===== src/sv/stl_pkg.sv =====
// Package with scanner modes, token kinds, error codes and character helpers.
`timescale 1ns / 1ps
package stl_pkg;

  typedef enum logic [3:0] {
    MODE_IDLE   = 4'd0,
    MODE_IDENT  = 4'd1,
    MODE_NUMBER = 4'd2,
    MODE_STRING = 4'd3,
    MODE_CHAR   = 4'd4,
    MODE_OP     = 4'd5,
    MODE_LINE   = 4'd6,
    MODE_BLOCK  = 4'd7,
    MODE_STAR   = 4'd8,
    MODE_HALT   = 4'd9
  } scan_mode_e;

  localparam logic [5:0] KIND_IDENT  = 6'd0;
  localparam logic [5:0] KIND_INT    = 6'd1;
  localparam logic [5:0] KIND_LONG   = 6'd2;
  localparam logic [5:0] KIND_FLOAT  = 6'd3;
  localparam logic [5:0] KIND_DOUBLE = 6'd4;
  localparam logic [5:0] KIND_SHORT  = 6'd5;
  localparam logic [5:0] KIND_STR    = 6'd6;
  localparam logic [5:0] KIND_CHR    = 6'd7;
  localparam logic [5:0] KIND_ERROR  = 6'd45;
  localparam logic [5:0] KIND_NONE   = 6'd63;

  localparam logic [2:0] ERR_NONE      = 3'd0;
  localparam logic [2:0] ERR_DOUBLE_DOT = 3'd1;
  localparam logic [2:0] ERR_OPEN_STR  = 3'd2;
  localparam logic [2:0] ERR_OPEN_CHR  = 3'd3;
  localparam logic [2:0] ERR_CHR_LEN   = 3'd4;
  localparam logic [2:0] ERR_BAD_OP    = 3'd5;
  localparam logic [2:0] ERR_OPEN_CMT  = 3'd6;

  localparam logic [7:0] CH_NL    = 8'h0A;
  localparam logic [7:0] CH_DQUOTE = 8'h22;
  localparam logic [7:0] CH_SQUOTE = 8'h27;
  localparam logic [7:0] CH_STAR  = 8'h2A;
  localparam logic [7:0] CH_DOT   = 8'h2E;
  localparam logic [7:0] CH_SLASH = 8'h2F;
  localparam logic [7:0] CH_UNDER = 8'h5F;

  function automatic logic is_digit(input logic [7:0] c);
    return c >= 8'h30 && c <= 8'h39;
  endfunction

  function automatic logic is_alpha(input logic [7:0] c);
    return (c >= 8'h61 && c <= 8'h7A) || (c >= 8'h41 && c <= 8'h5A);
  endfunction

  function automatic logic is_space(input logic [7:0] c);
    return c == 8'h20 || (c >= 8'h09 && c <= 8'h0D);
  endfunction

  // Returns KIND_NONE for a byte that is no operator.
  function automatic logic [5:0] single_op(input logic [7:0] c);
    logic [5:0] k;
    case (c)
      8'h2B: k = 6'd20;
      8'h2D: k = 6'd21;
      8'h2A: k = 6'd22;
      8'h2F: k = 6'd23;
      8'h25: k = 6'd24;
      8'h3D: k = 6'd25;
      8'h21: k = 6'd28;
      8'h3E: k = 6'd29;
      8'h3C: k = 6'd31;
      8'h2E: k = 6'd35;
      8'h2C: k = 6'd36;
      8'h3B: k = 6'd37;
      8'h3A: k = 6'd38;
      8'h28: k = 6'd39;
      8'h29: k = 6'd40;
      8'h7B: k = 6'd41;
      8'h7D: k = 6'd42;
      8'h5B: k = 6'd43;
      8'h5D: k = 6'd44;
      default: k = KIND_NONE;
    endcase
    return k;
  endfunction

  function automatic logic [5:0] pair_op(input logic [7:0] a, input logic [7:0] b);
    logic [5:0] k;
    k = KIND_NONE;
    if (a == 8'h3D && b == 8'h3D) k = 6'd26;
    if (a == 8'h21 && b == 8'h3D) k = 6'd27;
    if (a == 8'h3E && b == 8'h3D) k = 6'd30;
    if (a == 8'h3C && b == 8'h3D) k = 6'd32;
    if (a == 8'h26 && b == 8'h26) k = 6'd33;
    if (a == 8'h7C && b == 8'h7C) k = 6'd34;
    return k;
  endfunction

endpackage


===== src/sv/stl_keyword.sv =====
// Keyword matcher over the six-byte identifier buffer.
`timescale 1ns / 1ps
module stl_keyword (
  input  logic [47:0] buf_i,
  input  logic [2:0]  len_i,
  input  logic        overflow_i,
  output logic [5:0]  kind_o
);
  import stl_pkg::*;

  function automatic logic hit(input logic [47:0] b, input logic [2:0] l,
                               input logic [47:0] w, input logic [2:0] wl);
    return l == wl && b == w;
  endfunction

  always_comb begin
    kind_o = KIND_IDENT;
    if (!overflow_i) begin
      if (hit(buf_i, len_i, 48'h0000_6575_7274, 3'd4)) kind_o = 6'd8;
      if (hit(buf_i, len_i, 48'h0065_736c_6166, 3'd5)) kind_o = 6'd8;
      if (hit(buf_i, len_i, 48'h0000_6c6f_6f62, 3'd4)) kind_o = 6'd9;
      if (hit(buf_i, len_i, 48'h0000_7261_6863, 3'd4)) kind_o = 6'd10;
      if (hit(buf_i, len_i, 48'h0000_0036_3169, 3'd3)) kind_o = 6'd11;
      if (hit(buf_i, len_i, 48'h0000_0032_3369, 3'd3)) kind_o = 6'd12;
      if (hit(buf_i, len_i, 48'h0000_0034_3669, 3'd3)) kind_o = 6'd13;
      if (hit(buf_i, len_i, 48'h0000_0032_3366, 3'd3)) kind_o = 6'd14;
      if (hit(buf_i, len_i, 48'h0000_0034_3666, 3'd3)) kind_o = 6'd15;
      if (hit(buf_i, len_i, 48'h0000_0074_656c, 3'd3)) kind_o = 6'd16;
      if (hit(buf_i, len_i, 48'h0000_006e_7566, 3'd3)) kind_o = 6'd17;
      if (hit(buf_i, len_i, 48'h6e72_7574_6572, 3'd6)) kind_o = 6'd18;
      if (hit(buf_i, len_i, 48'h0074_736e_6f63, 3'd5)) kind_o = 6'd19;
    end
  end

endmodule


===== src/sv/source_text_lexer.sv =====
// Top level: byte-serial lexical scanner with registered token output.
// A token is registered from the byte that ends it, into the skid if stalled.
// Throughput: one byte or end marker per cycle while the skid is empty; the
// output register and one-word skid keep input accepting while one token waits.
// Reset: asynchronous, active low; clears mode, counters and output valid.
// After an error token the scanner drops all input until reset.
`timescale 1ns / 1ps
module source_text_lexer #(
  parameter int OFFSET_BITS = 32,
  parameter int LINE_BITS   = 20,
  parameter int COLUMN_BITS = 16
) (
  input  logic clk_i,
  input  logic rst_ni,
  input  logic s_axis_tvalid,
  output logic s_axis_tready,
  input  logic [7:0] s_axis_tdata,  // source_char
  input  logic s_axis_tlast,        // end_of_source
  output logic m_axis_tvalid,
  input  logic m_axis_tready,
  // tdata fields from bit 0: token_kind, error_code, start_offset, end_offset,
  // start_line, start_column (zero padded to bytes)
  output logic [((9 + 2*OFFSET_BITS + LINE_BITS + COLUMN_BITS + 7)/8)*8-1:0] m_axis_tdata
);
  import stl_pkg::*;

  localparam int PayW = 9 + 2*OFFSET_BITS + LINE_BITS + COLUMN_BITS;
  localparam int DataW = ((PayW + 7) / 8) * 8;
  localparam logic [LINE_BITS-1:0]   LineMax = '1;
  localparam logic [COLUMN_BITS-1:0] ColMax  = '1;

  scan_mode_e mode_q, mode_d;
  logic [47:0] kbuf_q, kbuf_d;
  logic [2:0]  klen_q, klen_d;
  logic        kovf_q, kovf_d;
  logic        dot_q, dot_d;
  logic [7:0]  pend_q, pend_d;
  logic [1:0]  ccnt_q, ccnt_d;
  logic [OFFSET_BITS-1:0] pos_q, pos_d, tso_q, tso_d;
  logic [LINE_BITS-1:0]   line_q, line_d, tsl_q, tsl_d;
  logic [COLUMN_BITS-1:0] col_q, col_d, tsc_q, tsc_d;

  logic [PayW-1:0] out_q, skid_q, pay;
  logic out_vld_q, skid_vld_q;
  logic take, emit_valid;
  logic [5:0] kw_kind, e_kind, sop;
  logic [2:0] e_err;
  logic [OFFSET_BITS-1:0] e_end, pos_inc;
  logic [7:0] c;
  logic restart;

  stl_keyword u_kw (.buf_i(kbuf_q), .len_i(klen_q), .overflow_i(kovf_q), .kind_o(kw_kind));

  assign s_axis_tready = !skid_vld_q;
  assign take = s_axis_tvalid && s_axis_tready;
  assign c = s_axis_tdata;
  assign pos_inc = pos_q + 1'b1;
  assign sop = single_op(pend_q);

  always_comb begin
    mode_d = mode_q; kbuf_d = kbuf_q; klen_d = klen_q; kovf_d = kovf_q;
    dot_d = dot_q; pend_d = pend_q; ccnt_d = ccnt_q;
    pos_d = pos_q; line_d = line_q; col_d = col_q;
    tso_d = tso_q; tsl_d = tsl_q; tsc_d = tsc_q;
    emit_valid = 1'b0; e_kind = KIND_IDENT; e_err = ERR_NONE; e_end = pos_q;
    restart = 1'b0;
    if (take && mode_q != MODE_HALT) begin
      if (s_axis_tlast) begin
        emit_valid = 1'b1;
        unique case (mode_q)
          MODE_IDENT:  e_kind = kw_kind;
          MODE_NUMBER: e_kind = dot_q ? KIND_DOUBLE : KIND_INT;
          MODE_STRING: e_err = ERR_OPEN_STR;
          MODE_CHAR:   e_err = ERR_OPEN_CHR;
          MODE_OP:     if (sop == KIND_NONE) e_err = ERR_BAD_OP; else e_kind = sop;
          MODE_BLOCK, MODE_STAR: e_err = ERR_OPEN_CMT;
          default:     emit_valid = 1'b0;
        endcase
        if (e_err != ERR_NONE) begin
          e_kind = KIND_ERROR; mode_d = MODE_HALT;
        end else begin
          mode_d = MODE_IDLE; pos_d = '0;
          line_d = LINE_BITS'(1); col_d = COLUMN_BITS'(1);
        end
      end else begin
        unique case (mode_q)
          MODE_IDLE: restart = 1'b1;
          MODE_IDENT:
            if (is_alpha(c) || is_digit(c) || c == CH_UNDER) begin
              if (klen_q < 3'd6) begin
                kbuf_d = kbuf_q | (48'(c) << {klen_q, 3'b000});
                klen_d = klen_q + 1'b1;
              end else kovf_d = 1'b1;
            end else begin
              emit_valid = 1'b1; e_kind = kw_kind; restart = 1'b1;
            end
          MODE_NUMBER:
            if (is_digit(c)) begin
            end else if (c == CH_DOT) begin
              if (dot_q) begin
                emit_valid = 1'b1; e_kind = KIND_ERROR; e_err = ERR_DOUBLE_DOT;
              end else dot_d = 1'b1;
            end else if ((c | 8'h20) == 8'h6C || (c | 8'h20) == 8'h66
                         || (c | 8'h20) == 8'h73) begin
              emit_valid = 1'b1; mode_d = MODE_IDLE;
              e_kind = ((c | 8'h20) == 8'h6C) ? KIND_LONG :
                       ((c | 8'h20) == 8'h66) ? KIND_FLOAT : KIND_SHORT;
            end else begin
              emit_valid = 1'b1; e_kind = dot_q ? KIND_DOUBLE : KIND_INT; restart = 1'b1;
            end
          MODE_STRING:
            if (c == CH_DQUOTE) begin
              emit_valid = 1'b1; e_kind = KIND_STR; mode_d = MODE_IDLE;
            end
          MODE_CHAR:
            if (c == CH_SQUOTE) begin
              emit_valid = 1'b1;
              if (ccnt_q != 2'd1) begin
                e_kind = KIND_ERROR; e_err = ERR_CHR_LEN;
              end else begin
                e_kind = KIND_CHR; mode_d = MODE_IDLE;
              end
            end else if (ccnt_q < 2'd2) ccnt_d = ccnt_q + 1'b1;
          MODE_OP:
            if (pair_op(pend_q, c) != KIND_NONE) begin
              emit_valid = 1'b1; e_kind = pair_op(pend_q, c); e_end = pos_inc;
              mode_d = MODE_IDLE;
            end else if (pend_q == CH_SLASH && c == CH_SLASH) mode_d = MODE_LINE;
            else if (pend_q == CH_SLASH && c == CH_STAR) mode_d = MODE_BLOCK;
            else begin
              emit_valid = 1'b1;
              if (sop == KIND_NONE) begin
                e_kind = KIND_ERROR; e_err = ERR_BAD_OP;
              end else begin
                e_kind = sop; restart = 1'b1;
              end
            end
          MODE_LINE:  if (c == CH_NL) mode_d = MODE_IDLE;
          MODE_BLOCK: if (c == CH_STAR) mode_d = MODE_STAR;
          MODE_STAR:
            if (c == CH_SLASH) mode_d = MODE_IDLE;
            else if (c != CH_STAR) mode_d = MODE_BLOCK;
          default: mode_d = MODE_HALT;
        endcase
        if (e_err != ERR_NONE) begin
          mode_d = MODE_HALT; restart = 1'b0;
        end else begin
          if (restart) begin
            mode_d = MODE_IDLE;
            if (is_space(c)) begin
            end else if (is_digit(c)) begin
              mode_d = MODE_NUMBER; dot_d = 1'b0;
              tso_d = pos_q; tsl_d = line_q; tsc_d = col_q;
            end else if (is_alpha(c) || c == CH_UNDER) begin
              mode_d = MODE_IDENT; kbuf_d = 48'(c); klen_d = 3'd1; kovf_d = 1'b0;
              tso_d = pos_q; tsl_d = line_q; tsc_d = col_q;
            end else if (c == CH_DQUOTE) begin
              mode_d = MODE_STRING; tso_d = pos_inc; tsl_d = line_q; tsc_d = col_q;
            end else if (c == CH_SQUOTE) begin
              mode_d = MODE_CHAR; ccnt_d = 2'd0;
              tso_d = pos_inc; tsl_d = line_q; tsc_d = col_q;
            end else begin
              mode_d = MODE_OP; pend_d = c;
              tso_d = pos_q; tsl_d = line_q; tsc_d = col_q;
            end
          end
          // advance position counters
          pos_d = pos_inc;
          if (c == CH_NL) begin
            col_d = COLUMN_BITS'(1);
            if (line_q != LineMax) line_d = line_q + 1'b1;
          end else if (col_q != ColMax) col_d = col_q + 1'b1;
        end
      end
    end
  end

  assign pay = {tsc_q, tsl_q, e_end, tso_q, e_err, e_kind};

  always_ff @(posedge clk_i or negedge rst_ni) begin
    if (!rst_ni) begin
      mode_q <= MODE_IDLE; kbuf_q <= '0; klen_q <= '0; kovf_q <= 1'b0;
      dot_q <= 1'b0; pend_q <= '0; ccnt_q <= '0;
      pos_q <= '0; line_q <= LINE_BITS'(1); col_q <= COLUMN_BITS'(1);
      tso_q <= '0; tsl_q <= LINE_BITS'(1); tsc_q <= COLUMN_BITS'(1);
      out_vld_q <= 1'b0; skid_vld_q <= 1'b0;
    end else begin
      mode_q <= mode_d; kbuf_q <= kbuf_d; klen_q <= klen_d; kovf_q <= kovf_d;
      dot_q <= dot_d; pend_q <= pend_d; ccnt_q <= ccnt_d;
      pos_q <= pos_d; line_q <= line_d; col_q <= col_d;
      tso_q <= tso_d; tsl_q <= tsl_d; tsc_q <= tsc_d;
      // output register with one-word skid
      if (!out_vld_q || m_axis_tready) begin
        if (skid_vld_q) begin
          out_vld_q <= 1'b1; skid_vld_q <= 1'b0;
        end else out_vld_q <= emit_valid;
      end else if (emit_valid) skid_vld_q <= 1'b1;
    end
  end

  always_ff @(posedge clk_i) begin
    if (!out_vld_q || m_axis_tready) begin
      out_q <= skid_vld_q ? skid_q : pay;
    end else if (emit_valid) skid_q <= pay;
  end

  assign m_axis_tvalid = out_vld_q;
  assign m_axis_tdata = DataW'(out_q);

`ifndef NO_ASSERTIONS
  a_skid_only_when_stalled: assert property (@(posedge clk_i) disable iff (!rst_ni)
    skid_vld_q |-> out_vld_q) else $error("skid word without output word");
  a_halt_sticks: assert property (@(posedge clk_i) disable iff (!rst_ni)
    mode_q == MODE_HALT |=> mode_q == MODE_HALT) else $error("left halt without reset");
  a_no_emit_halted: assert property (@(posedge clk_i) disable iff (!rst_ni)
    mode_q == MODE_HALT |-> !emit_valid) else $error("token while halted");
  a_skid_holds: assert property (@(posedge clk_i) disable iff (!rst_ni)
    skid_vld_q && !m_axis_tready |=> skid_vld_q) else $error("skid word lost");
`endif

endmodule

===== config.mk =====
export PLATFORM = sky130hd
export DESIGN_NAME = source_text_lexer
export DESIGN_NICKNAME = d
export VERILOG_FILES = /design/src/sv/stl_pkg.sv /design/src/sv/stl_keyword.sv /design/src/sv/source_text_lexer.sv
export SDC_FILE = /design/constraint.sdc
export NUM_CORES = 1
export LEC_CHECK = 0
export BUFFER_PORTS_ARGS = -buffer_cell sky130_fd_sc_hd__buf_2
export CORE_MARGIN = 2
export CORE_UTILIZATION = 40
export CTS_BUF_LIST = sky130_fd_sc_hd__clkbuf_2 sky130_fd_sc_hd__clkbuf_4 sky130_fd_sc_hd__clkbuf_8
export CTS_CLUSTER_SIZE = 8
export DETAILED_ROUTE_END_ITERATION = 10
export SLEW_MARGIN = 20
export SYNTH_ARGS = -nofsm -noshare
export SYNTH_HDL_FRONTEND = slang
export SYNTH_HIERARCHICAL = 1
export SYNTH_SLANG_ARGS = --single-unit

===== constraint.sdc =====
create_clock -name clk_i -period 9.3 [get_ports clk_i]
set_input_delay 2.79 -clock clk_i [delete_from_list [all_inputs] [get_ports clk_i]]
set_output_delay 2.79 -clock clk_i [all_outputs]
set_load 0.01 [all_outputs]

After elaboration in Yosys (flattened, before gate mapping) --
Cells that the tools add are included.
Word-level totals: flip-flop bits (word level) 423, logic and storage cells 351, input port bits 13
Operators by class: mux-type cells 174, bitwise logic cells 9, equal/unequal tests 80, reduce and logical (&&, ||, !) cells 55, shifts and indexed selects 1, $add $sub $neg 5, $lt $le $gt $ge 10
Operators by type and width (number):
- $mux 48 | 8
- $mux 32 | 11
- $eq 48x22->1 const B | 5
- $eq 8x6->1 const B | 24
- $eq 48x31->1 const B | 3
- $mux 6 | 24
- $pmux 6 s19 | 1
- $mux 109 | 1
- $mux 4 | 26
- $mux 20 | 5
- $eq 48x23->1 const B | 2
- $eq 48x39->1 const B | 2
- $mux 3 | 29
- $mux 16 | 5
- $eq 8x7->1 const B | 7
- $eq 48x47->1 const B | 1
- $or 48x48->48 | 1
- $shl 8x6->48 | 1
- $mux 1 | 43
- $ne 5x5->1 const B | 8
- $add 32x1->32 const B | 1
- $pmux 4 s8 | 1
- $pmux 6 s5 | 1
- $logic_and 1x1->1 | 27
- other kinds (51) | 97

Depth between registers and ports, before layout --
Gate-level depths: netlist of the first run.
depth after elaboration 21, mapped depth 12, gate-level depth less buffers 11

By module --
Netlist of the first run, hierarchy kept.
Modules (own cells, without submodules):
- source_text_lexer | area each 19961.6 µm², sequential area each 11681.2 µm², cells an instance 1620, instances 1
- stl_keyword | area each 720.7 µm², sequential area each 0.0 µm², cells an instance 112, instances 1

Worst setup path after synthesis of the first run --
Ideal clock, no wire load.
path type input to register, from input port m_axis_tready, to register skid_q[0], enable pin, data arrival time 9.956 ns, stages 2, slack -1.737 ns, setup time 1.081 ns, path through nand2b_1 nor2_1
On the way: word-level cells in the longest chain between the ends 3
RTL lines:
- start: declaration | RTL line source_text_lexer.sv:20 | input logic m_axis_tready,
- $logic_or 1x1->1 | RTL line source_text_lexer.sv:202 | if (!out_vld_q || m_axis_tready) begin
- $not 1->1 (no source line)
- $reduce_and 2->1 (no source line)
- end signal: assignment | RTL line source_text_lexer.sv:204 | end else if (emit_valid) skid_q <= pay;
- end: declaration | RTL line source_text_lexer.sv:43 | logic [PayW-1:0] out_q, skid_q, pay;
Every way passes these cells. A chain may end at the register's enable or synchronous reset.

Final worst setup path of the first run --
from input port s_axis_tdata[4], to register tso_q[18]
On the way: word-level cells in the longest chain between the ends 19, elaborated cells between the ends (all ways) 77, classes of those cells 8 x order compare; 14 x eq/ne; 32 x mux; 2 x bitwise; 21 x reduce/logical
RTL lines:
- start: declaration | RTL line source_text_lexer.sv:17 | input logic [7:0] s_axis_tdata,
- $eq 8x6->1
- $logic_and 1x1->1 | RTL line stl_pkg.sv:88 | if (a == 8'h3D && b == 8'h3D) k = 6'd26;
- $mux 6 | RTL line stl_pkg.sv:88
- $mux 6 | RTL line stl_pkg.sv:89 | if (a == 8'h21 && b == 8'h3D) k = 6'd27;
- $mux 6 | RTL line stl_pkg.sv:90 | if (a == 8'h3E && b == 8'h3D) k = 6'd30;
- $mux 6 | RTL line stl_pkg.sv:91 | if (a == 8'h3C && b == 8'h3D) k = 6'd32;
- $mux 6 | RTL line stl_pkg.sv:92 | if (a == 8'h26 && b == 8'h26) k = 6'd33;
- $mux 6 | RTL line stl_pkg.sv:93 | if (a == 8'h7C && b == 8'h7C) k = 6'd34;
- (+3 left out)
- $ne 6x6->1 | RTL line source_text_lexer.sv:125 | if (pair_op(pend_q, c) != KIND_NONE) begin
- $mux 3 | RTL line source_text_lexer.sv:125
- $pmux 3 s3 | RTL line source_text_lexer.sv:86 | unique case (mode_q)
- $mux 3 | RTL line source_text_lexer.sv:68 | if (s_axis_tlast) begin
- $mux 3 | RTL line source_text_lexer.sv:67 | if (take && mode_q != MODE_HALT) begin
- $reduce_bool 3->1 | RTL line source_text_lexer.sv:145 | if (e_err != ERR_NONE) begin
- $not 1->1 (no source line)
- $reduce_and 5->1 (no source line)
- end signal: assignment | RTL line source_text_lexer.sv:191 | tso_q <= tso_d; tsl_q <= tsl_d; tsc_q <= tsc_d;
- end: declaration | RTL line source_text_lexer.sv:39 | logic [OFFSET_BITS-1:0] pos_q, pos_d, tso_q, tso_d;
Parallel ways exist; a longest one is shown, timed or not. The select of a mux whose other input is x is not followed.

==> results of run 1 <==
## synth_stat cells, types with 7 or more instances
master	n
nor2_1	84
nor4_1	22
mux2_4	17
xor2_1	16
nand4_1	33
or2_2	8
o31ai_1	26
or3_1	20
buf_2	12
buf_6	9
nand2_1	127
nand4b_1	13
nor4b_1	7
o211ai_1	10
buf_4	11
dfrtp_1	201
nor3_1	54
clkbuf_1	77
a211oi_1	9
a31oi_1	22
edfxtp_1	218
and3_1	25
a21o_1	12
mux2_2	160
nor2b_1	13
a22o_1	44
a21oi_1	48
nand3_1	59
and2_1	22
and4_1	11
inv_1	21
o21ai_0	85
xnor2_1	49
nand2b_1	24
or4_1	17
## layer usage
| metal | wire, um | global-route usage | vias to the layer above |
|---|---|---|---|
| li1 | - | - | 6815 |
| met1 | 23300 | 0.267 | 7204 |
| met2 | 22800 | 0.291 | 439 |
| met3 | 2820 | 0.0349 | 73 |
| met4 | 1220 | 0.0659 | 0 |
| met5 | 0 | 0 | - |
## worst register-to-register path, stage by stage, from the launching register on
cell and delay [ps]:
dfrtp_1 710, or4b_1 640, a21oi_1 280, nand2_1 80, o21ai_1 380, or2_0 690
nand3_4 820, buf_4 550, mux2_4 340
## worst paths after layout
check | slack (ps) | cells after the start | from | to
worst max-delay path | 2570 | 9 | s_axis_tdata[4] | tso_q[18]
worst min-delay path | 450 | 0 | tsl_q[5] | skid_q[78]
worst max register to register | 4650 | 8 | mode_q[1] | tso_q[23]
worst min register to register | 450 | 0 | tsl_q[5] | skid_q[78]
max in group asynchronous | 5790 | 2 | rst_ni | tsc_q[4]
min in group asynchronous | 2110 | 1 | rst_ni | pend_q[4]
## final cells by class
cell class | count | share of cell area
tap | 680 | 0.0363
inverter | 22 | 0.00353
clock buffer | 113 | 0.0592
multi-input combinational | 1175 | 0.360
clock inverter | 23 | 0.00748
timing repair buffer | 145 | 0.0344
sequential | 423 | 0.499
## cell families (layout without fill, tap and decap cells)
family,Yosys count,after routing,share of synthesized area
compound gates,331,331,0.112
xor+xnor,65,65,0.0275
fa+ha+maj,6,6,0.00363
buf+inv,136,303,0.0307
flops,423,423,0.565
mux,178,178,0.0999
other cells,2,4,0.000363
simple gates,591,591,0.161
## power breakdown
part / total (mW) / leakage [nW] / internal (mW) / switching, mW
Combinational: 1.18 / 3.68 / 0.458 / 0.724
Clock: 1.77 / 0.831 / 1.01 / 0.762
Sequential: 2.53 / 5.10 / 2.29 / 0.243
## registers in the layout, summed over array words and instances, names as in the netlist
name / count
kovf_q: 1
ccnt_q: 2
col_q: 16
out_q: 109
dot_q: 1
tsl_q: 20
tso_q: 32
pend_q: 8
tsc_q: 16
pos_q: 32
line_q: 20
mode_q: 4
skid_vld_q: 1
skid_q: 109
m_axis_tvalid: 1
kbuf_q: 48
klen_q: 3
## metrics by stage
step | std cells | util
detailed placement | 2445 | 0.427
finish | 2581 | 0.457
global placement | 2445 | 0.427
floorplan | 1734 | -
CTS | 2581 | 0.457
global route | 2581 | 0.457
==> run_results.csv, run 1 <==
group,metric,value,unit
outcome,status,"completed",
cts,cts-buffers-inserted,74,
drt,first_iter_violations,1015,
floorplan,die_y,231,um
global_routing,grt_first_pass_wirelength,80200,um
placement,pre_cts_ws,1930,ps
pwr,p_per_area,234,nW/um2
sta,skew,58.0,ps
yosys,async_flop_share,0.485,
yosys,synth_seq_cells,423,
cts,cts_tree,"yes",
pwr,peakVddDrop,0.140,mV
worst_setup_path,cp.required,9810,ps
worst_setup_path,critical_path.max_fanout,48,
drt,ant_nets,0,
floorplan,die_x,231,um
yosys,synth_edf_count,218,
cts,h-tree-depth,3,
sta,setup-tns-final,0,ps
worst_setup_path,critPathTopFamily,"simple AND/OR/NAND/NOR gates",
worst_setup_path,cpPeakStageDelay,770,ps
floorplan,die_area,53500,um2
worst_setup_path,path_cells,"buf_2 > or4b_1 > or3_4 > o22ai_2 > nand2b_1 > nor2_4 > nand3_4 > buf_4 > mux2_2",
cts,clock_latency,670,ps
drt,drtPass1Iterations,6,
sta,rsz0062_at_grt,"no",
worst_setup_path,cp.arrival,7240,ps
cts,clockBufferDepth,3,
drt,vias,14500,
final_layout,area_growth,13.2,%
sta,max_freq,0.149,GHz
worst_setup_path,end_kind,"register",
yosys,yosys.area.top_type,"edfxtp_1",
final_layout,fin_nets,1860,
sta,setup_viol,0,
cts,clk_pin_slew,60,ps
sta,slew_viol_final,0,
placement,numPortBuffers,123,
worst_setup_path,crit_buf_inv,2,
yosys,synth_area,20700,um2
sta,finalHoldViolCount,0,
floorplan,rows,83,
worst_setup_path,cp_slowest_cell,"nand2b_1",
global_routing,antenna_found_initial,0,
drt,drcViolationCount,0,
final_layout,layout_common_cells,"edfxtp_1, dfrtp_1, mux2_2",
final_layout,drive_above_1_share,0.262,
placement,place_hpwl,33300,um
cts,post_cts_buffers,0,
sta,hold_ws,452,ps
floorplan,core_area,51200,um2
placement,placed_area,21800,um2
pwr,finalPower,5.49,mW
drt,viasPerCell,5.63,
global_routing,grt_pass1_vias,14200,
sta,fin_crit_sh,0.724,
global_routing,overflow,0,
yosys,yosys_most_used_dff,"edfxtp_1",
drt,totalWireLength,50100,um
yosys,seq_area_frac_synth,0.565,
yosys,synth.distinct_cells,103,
run,drv_cap,0,
final_layout,multiInputGateArea,8430,um2
pwr,p_leak,9.61,nW
final_layout,layout_commonest_cell,"edfxtp_1",
global_routing,grt_max_degree,104,
worst_setup_path,crit_type,"in2reg",
sta,tightest_slew,1080,ps
sta,period_minus_slack,6730,ps
hold_path,min_path_type,"reg2reg",
placement,place_congestion,0.875,
drt,wl_per_cell,19.4,um
floorplan,io_pins,127,
final_layout,diodes,0,
yosys,synth_cells,1732,
cts,postCtsHoldBufs,0,
final_layout,fin_area,23400,um2
yosys,synth_area_per_cell,11.9,um2
floorplan,start_util,0.404,
final_layout,ff_latch_area,11700,um2
yosys,synth_area_leaders,"edfxtp_1, dfrtp_1, mux2_2",
cts,cts_resized,0,
sta,relSlewSlack,0.277,
sta,layout_setup_ws,2570,ps
yosys,ys_warn_count,6,
cts,clock-sinks,423,
worst_setup_path,worst_setup_path_start_kind,"primary input",
cts,root_buffer,"clkbuf_8",
global_routing,grt_use_total,0.189,
yosys,synth_top_area_share,0.317,
final_layout,fillCellCount,4684,
Note: power is estimated with default switching activity, not from simulation.
==> inputs of run 2 (changes only) <==
ABC_AREA = 1   (was not set)
clock period = 6.1 ns   (was 9.3 ns; I/O delays follow)
==> run 2 against run 1 <==
Compared with the run above: clock-buffer cell count down 2; worst hold slack worse by 17 ps; synthesized cell count grew 40%; critical path depth shrank 7; final cell count grew 28%; setup slack lost 450 ps; critical endpoint is now s_axis_tready; largest cell class unchanged; sequential share of layout area shrank 1.1 points.
==> run_results.csv, run 2 <==
group,metric,value,unit
floorplan,die_y,234,um
final_layout,diodes,0,
sta,slew_viol_final,0,
cts,h-tree-depth,3,
yosys,async_flop_share,0.485,
worst_setup_path,critPathLaunch,"skid_vld_q",
yosys,seq_area_frac_synth,0.552,
cts,postCtsHoldBufs,0,
placement,numPortBuffers,123,
yosys,synth_seq_cells,423,
drt,vias,16600,
yosys,yosys.area.top_type,"edfxtp_1",
sta,setup_viol,0,
worst_setup_path,r2r-end,"col_q[8]",
yosys,ys_warn_count,6,
hold_path,min_path_type,"reg2reg",
drt,viasPerCell,5.01,
global_routing,grtUsageMet1,0.266,
global_routing,grt_first_pass_wirelength,87300,um
worst_setup_path,rrSetupSlack,2890,ps
worst_setup_path,cpPeakStageDelay,660,ps
cts,post_cts_buffers,0,
sta,tightest_slew,869,ps
pwr,p_leak,10.9,nW
final_layout,fin_nets,2576,
yosys,synth.cells.most_frequent,"nand2_1, inv_1, edfxtp_1",
drt,ant_nets,0,
final_layout,layout_common_cells,"nand2_1, inv_1, edfxtp_1",
global_routing,grt_max_degree,110,
worst_setup_path,regToRegStartpoint,"mode_q[2]",
worst_setup_path,cp.required,4270,ps
pwr,peakVddDrop,0.147,mV
sta,period_minus_slack,3990,ps
cts,cts_resized,0,
sta,hold_ws,435,ps
worst_setup_path,cp.arrival,2160,ps
placement,place_hpwl,38100,um
global_routing,antenna_found_initial,0,
yosys,synth.distinct_cells,57,
placement,place_congestion,0.891,
cts,cts_tree,"yes",
floorplan,core_area,52400,um2
yosys,yosys_most_used_dff,"edfxtp_1",
global_routing,grtUsageMet2,0.328,
yosys,synth_top_area_share,0.309,
final_layout,fillCellCount,5090,
cts,clk_pin_slew,60,ps
worst_setup_path,worst_setup_path_start_kind,"register",
worst_setup_path,path_cells,"inv_2 > buf_2",
final_layout,area_growth,13.1,%
pwr,p_per_area,394,nW/um2
yosys,synth_area,21200,um2
worst_setup_path,critPathTopFamily,"buffers and inverters",
worst_setup_path,reg2reg_depth,14,
sta,skew,60.9,ps
final_layout,layout_commonest_cell,"nand2_1",
worst_setup_path,critical_path.max_fanout,45,
cts,clock-sinks,423,
drt,totalWireLength,54500,um
sta,rsz0062_at_grt,"no",
worst_setup_path,endpoint,"s_axis_tready",
global_routing,grt_busiest_layer,"met2",
final_layout,drive_above_1_share,0.153,
drt,drtPass1Iterations,5,
floorplan,rows,84,
sta,setup-tns-final,0,ps
cts,root_buffer,"clkbuf_8",
global_routing,grt_pass1_vias,16200,
drt,wl_per_cell,16.5,um
cts,clockBufferDepth,3,
drt,drcViolationCount,0,
worst_setup_path,crit_buf_inv,2,
placement,placed_area,22400,um2
final_layout,reg_top3,"out_q: 109 flops, skid_q: 109 flops, kbuf_q: 48 flops",
yosys,synth_area_leaders,"edfxtp_1, dfrtp_1, nand2_1",
yosys,synth_edf_count,218,
worst_setup_path,end_kind,"output pin",
yosys,yosysMostFrequentCell,"nand2_1",
sta,relSlewSlack,0.421,
placement,pre_cts_ws,1480,ps
sta,finalHoldViolCount,0,
yosys,synth_area_per_cell,8.74,um2
yosys,synth_cells,2423,
floorplan,start_util,0.404,
sta,max_freq,0.251,GHz
cts,cts-buffers-inserted,75,
global_routing,overflow,0,
run,drv_cap,0,
worst_setup_path,cp_num_cells,2,
pwr,finalPower,9.42,mW
floorplan,io_pins,127,
worst_setup_path,crit_type,"reg2out",
sta,layout_setup_ws,2110,ps
final_layout,fin_area,23900,um2
sta,fin_crit_sh,0.654,
global_routing,met3_usage,0.0382,
drt,first_iter_violations,1187,
outcome,status,"completed",
cts,clock_latency,680,ps
worst_setup_path,cp_slowest_cell,"dfrtp_4",
global_routing,grt_use_total,0.202,
floorplan,die_x,234,um
floorplan,die_area,54800,um2
-- run 2: cell types whose count changed after synthesis, sizes merged, moves of 44 or more --
cell	before	now
a22o	44	0
inv	21	280
mux2	177	0
nand2	128	766
nand3	61	123
nor2	86	242
o21ai	89	154
xnor2	49	0
xor2	16	64
-- run 2: per-layer routing --
layer | share of wire | wire length (um)
met1 | 0.45 | 24300
met2 | 0.47 | 25600
met3 | 0.055 | 2990
met4 | 0.029 | 1590
met5 | 0 | 0
-- run 2: power by group --
part           internal (mW)  switching [mW]  total, mW
logic                  0.752            1.65       2.40
registers               3.84           0.482       4.33
clock network           1.51            1.18       2.69
total                   6.10            3.32       9.42
-- run 2: final cells by class --
type                       instances  area, um2  area share
tap                              688        861      0.0360
sequential                       423      11700       0.488
clock inverter                    25        185     0.00774
timing repair buffer             141        785      0.0328
multi-input combinational       1633       8000       0.334
clock buffer                     111       1350      0.0563
inverter                         283       1070      0.0445
-- run 2: cells by family after synthesis --
family / Yosys count / synth area share
multiplexers: 22 / 0.0104
adder cells (fa/ha/maj): 6 / 0.00355
flip-flops: 423 / 0.552
buffers and inverters: 369 / 0.0721
AO/OA/AOI/OAI: 277 / 0.0773
XOR/XNOR: 64 / 0.0265
AND/OR/NAND/NOR: 1260 / 0.258
other: 2 / 0.000355
-- run 2: worst min-delay path by stage --
stage | startpoint | to | slack (ps) | cells after the start
global route | tso_q[3] | skid_q[12] | 450 | 0
finish | tso_q[18] | skid_q[27] | 430 | 0
detailed placement | tso_q[18] | skid_q[27] | 430 | 0
global placement | tso_q[18] | skid_q[27] | 430 | 0
CTS | tso_q[18] | skid_q[27] | 440 | 0
floorplan | tso_q[1] | skid_q[10] | 420 | 0
-- run 2: stage by stage --
| stage | utilization | instances |
|---|---|---|
| after global placement | 0.427 | 3168 |
| final | 0.456 | 3304 |
| after floorplan | - | 2425 |
| after global routing | 0.456 | 3304 |
| after CTS | 0.456 | 3304 |
| after detailed placement | 0.427 | 3168 |
==> inputs of run 3 (changes only) <==
clock period = 3.19 ns   (was 6.1 ns; I/O delays follow)
==> run 3 against run 2 <==
Compared with the run above: clock-buffer cell count rose by 1; largest power group unchanged; critical path depth is 9 higher; core utilization rose by 0.81 points; combinational power increased by 100%; via count increased by 0.57%; first-iteration DRC count shrank 1.5%; clock skew down 31 ps; design area is 1.8% higher; setup slack got worse by 1700 ps; total power grew 93%; sequential share of layout area fell by 0.85 points.
==> run_results.csv, run 3 (synthesis gave the netlist of run 2 again) <==
group,metric,value,unit
cts,root_buffer,"clkbuf_8",
cts,clock-sinks,423,
drt,first_iter_violations,1169,
cts,postCtsHoldBufs,0,
cts,clk_pin_slew,60,ps
floorplan,start_util,0.404,
drt,drtPass1Iterations,5,
cts,cts_tree,"yes",
sta,rsz0062_at_grt,"no",
sta,period_minus_slack,2770,ps
drt,drcViolationCount,0,
cts,clockBufferDepth,3,
cts,h-tree-depth,3,
cts,cts-buffers-inserted,73,
pwr,clockPowerShare,0.282,
outcome,status,"completed",
placement,pre_cts_ws,8.71,ps
cts,cts_resized,0,
floorplan,io_pins,127,
pwr,switching_share,0.355,
drt,viasPerCell,4.99,
pwr,p_leak,11.1,nW
final_layout,area_growth,15.1,%
worst_setup_path,rrSetupSlack,420,ps
floorplan,die_y,234,um
global_routing,grt_max_degree,101,
worst_setup_path,end_kind,"register",
pwr,internal_power,11.7,mW
global_routing,grt_first_pass_wirelength,87800,um
pwr,comb_power_share,0.265,
pwr,seq_power_share,0.453,
run,drv_cap,0,
placement,placed_area,22800,um2
worst_setup_path,worst_setup_path_start_kind,"register",
final_layout,drive_above_1_share,0.167,
global_routing,overflow,0,
floorplan,die_x,234,um
cts,clock_latency,670,ps
sta,skew,29.8,ps
sta,setup_viol,0,
worst_setup_path,critical_path.max_fanout,55,
hold_path,min_path_type,"in2async",
final_layout,layout_common_cells,"nand2_1, inv_1, edfxtp_1",
worst_setup_path,reg2reg_depth,11,
worst_setup_path,r2r-end,"skid_q[81]",
drt,wl_per_cell,16.4,um
final_layout,fin_area,24400,um2
global_routing,grt_pass1_vias,16400,
drt,vias,16700,
placement,place_hpwl,39100,um
sta,fin_crit_sh,0.868,
drt,ant_nets,0,
pwr,peakVddDrop,0.352,mV
placement,place_congestion,0.916,
sta,finalHoldViolCount,0,
global_routing,grt_use_total,0.205,
drt,totalWireLength,54900,um
worst_setup_path,critPathLaunch,"mode_q[1]",
sta,tightest_slew,660,ps
pwr,p_per_area,745,nW/um2
final_layout,reg_top3,"out_q: 109 flops, skid_q: 109 flops, kbuf_q: 48 flops",
worst_setup_path,regToRegStartpoint,"mode_q[1]",
worst_setup_path,crit_type,"reg2reg",
pwr,p_sw,6.44,mW
floorplan,rows,84,
floorplan,die_area,54800,um2
sta,slew_viol_final,0,
floorplan,core_area,52400,um2
worst_setup_path,cp.required,3510,ps
placement,numPortBuffers,123,
sta,max_freq,0.361,GHz
sta,relSlewSlack,0.560,
cts,post_cts_buffers,0,
pwr,finalPower,18.1,mW
sta,layout_setup_ws,420,ps
final_layout,layout_commonest_cell,"nand2_1",
final_layout,fin_nets,2610,
worst_setup_path,cp.arrival,3090,ps
global_routing,antenna_found_initial,0,
==> run 3: cell count changes in the layout (fill, tap and decap cells not counted), sizes merged <==
cell,change
buf,+36
clkbuf,+1
diode,+1
inv,+3
clkinv,-2
bufinv,-1
clkinvlp,-1
==> run 3: per-layer routing <==
metal / track usage / up-vias / routed length, um / share of wire
met5: 0 / - / 0 / 0
met4: 0.0936 / 0 / 2060 / 0.038
met3: 0.0370 / 117 / 2830 / 0.052
met2: 0.323 / 455 / 24700 / 0.45
met1: 0.275 / 7829 / 25300 / 0.46
li1: - / 8260 / - / -
==> run 3: worst max path at each step <==
stage	endpoint	slack [ps]	cells past startpoint
6_report	skid_q[81]	420	11
5_1_grt	line_q[5]	180	11
4_1_cts	skid_q[104]	440	11
3_5_place_dp	line_q[14]	9	13
3_3_place_gp	tso_q[19]	-6	13
2_1_floorplan	skid_q[0]	-750	12
==> run 3: worst max-delay path, stage by stage (launching register included) <==
cell and delay (ps):
dfrtp_1 420, inv_2 110, nand2_1 140, nor2_4 300, inv_1 240, nor2_4 210
buf_4 160, nor2_1 50, nand3_1 110, nand3_2 110, nor2_4 200, buf_12 320
==> run 3: area by class of cell <==
cell class	instances	area [um2]
tap	688	861
inverter	283	1080
multi-input combinational	1633	8020
antenna	1	2.50
clock inverter	24	171
clock buffer	112	1340
fill	5096	28100
sequential	423	11700
timing repair buffer	177	1190
==> run 3: through the flow <==
stage	hold WS, ps	cells	TNS [ps]	utilization
after global routing	278	3340	0	0.464
after CTS	245	3340	0	0.464
after global placement	426	3204	-5.64	0.435
after detailed placement	432	3204	0	0.435
after floorplan	425	2425	-81280	-
final	272	3341	0	0.464
==> run 3: power by group through the flow <==
| stage | sequential, mW | clock, mW | combinational (mW) |
|---|---|---|---|
| final | 8.22 | 5.11 | 4.82 |
| after global routing | 8.37 | 5.52 | 5.42 |
| after CTS | 8.23 | 5.27 | 4.86 |
| after detailed placement | 8.32 | 0 | 4.84 |
| after global placement | 8.28 | 0 | 4.83 |
| after floorplan | 8.34 | 0 | 2.95 |
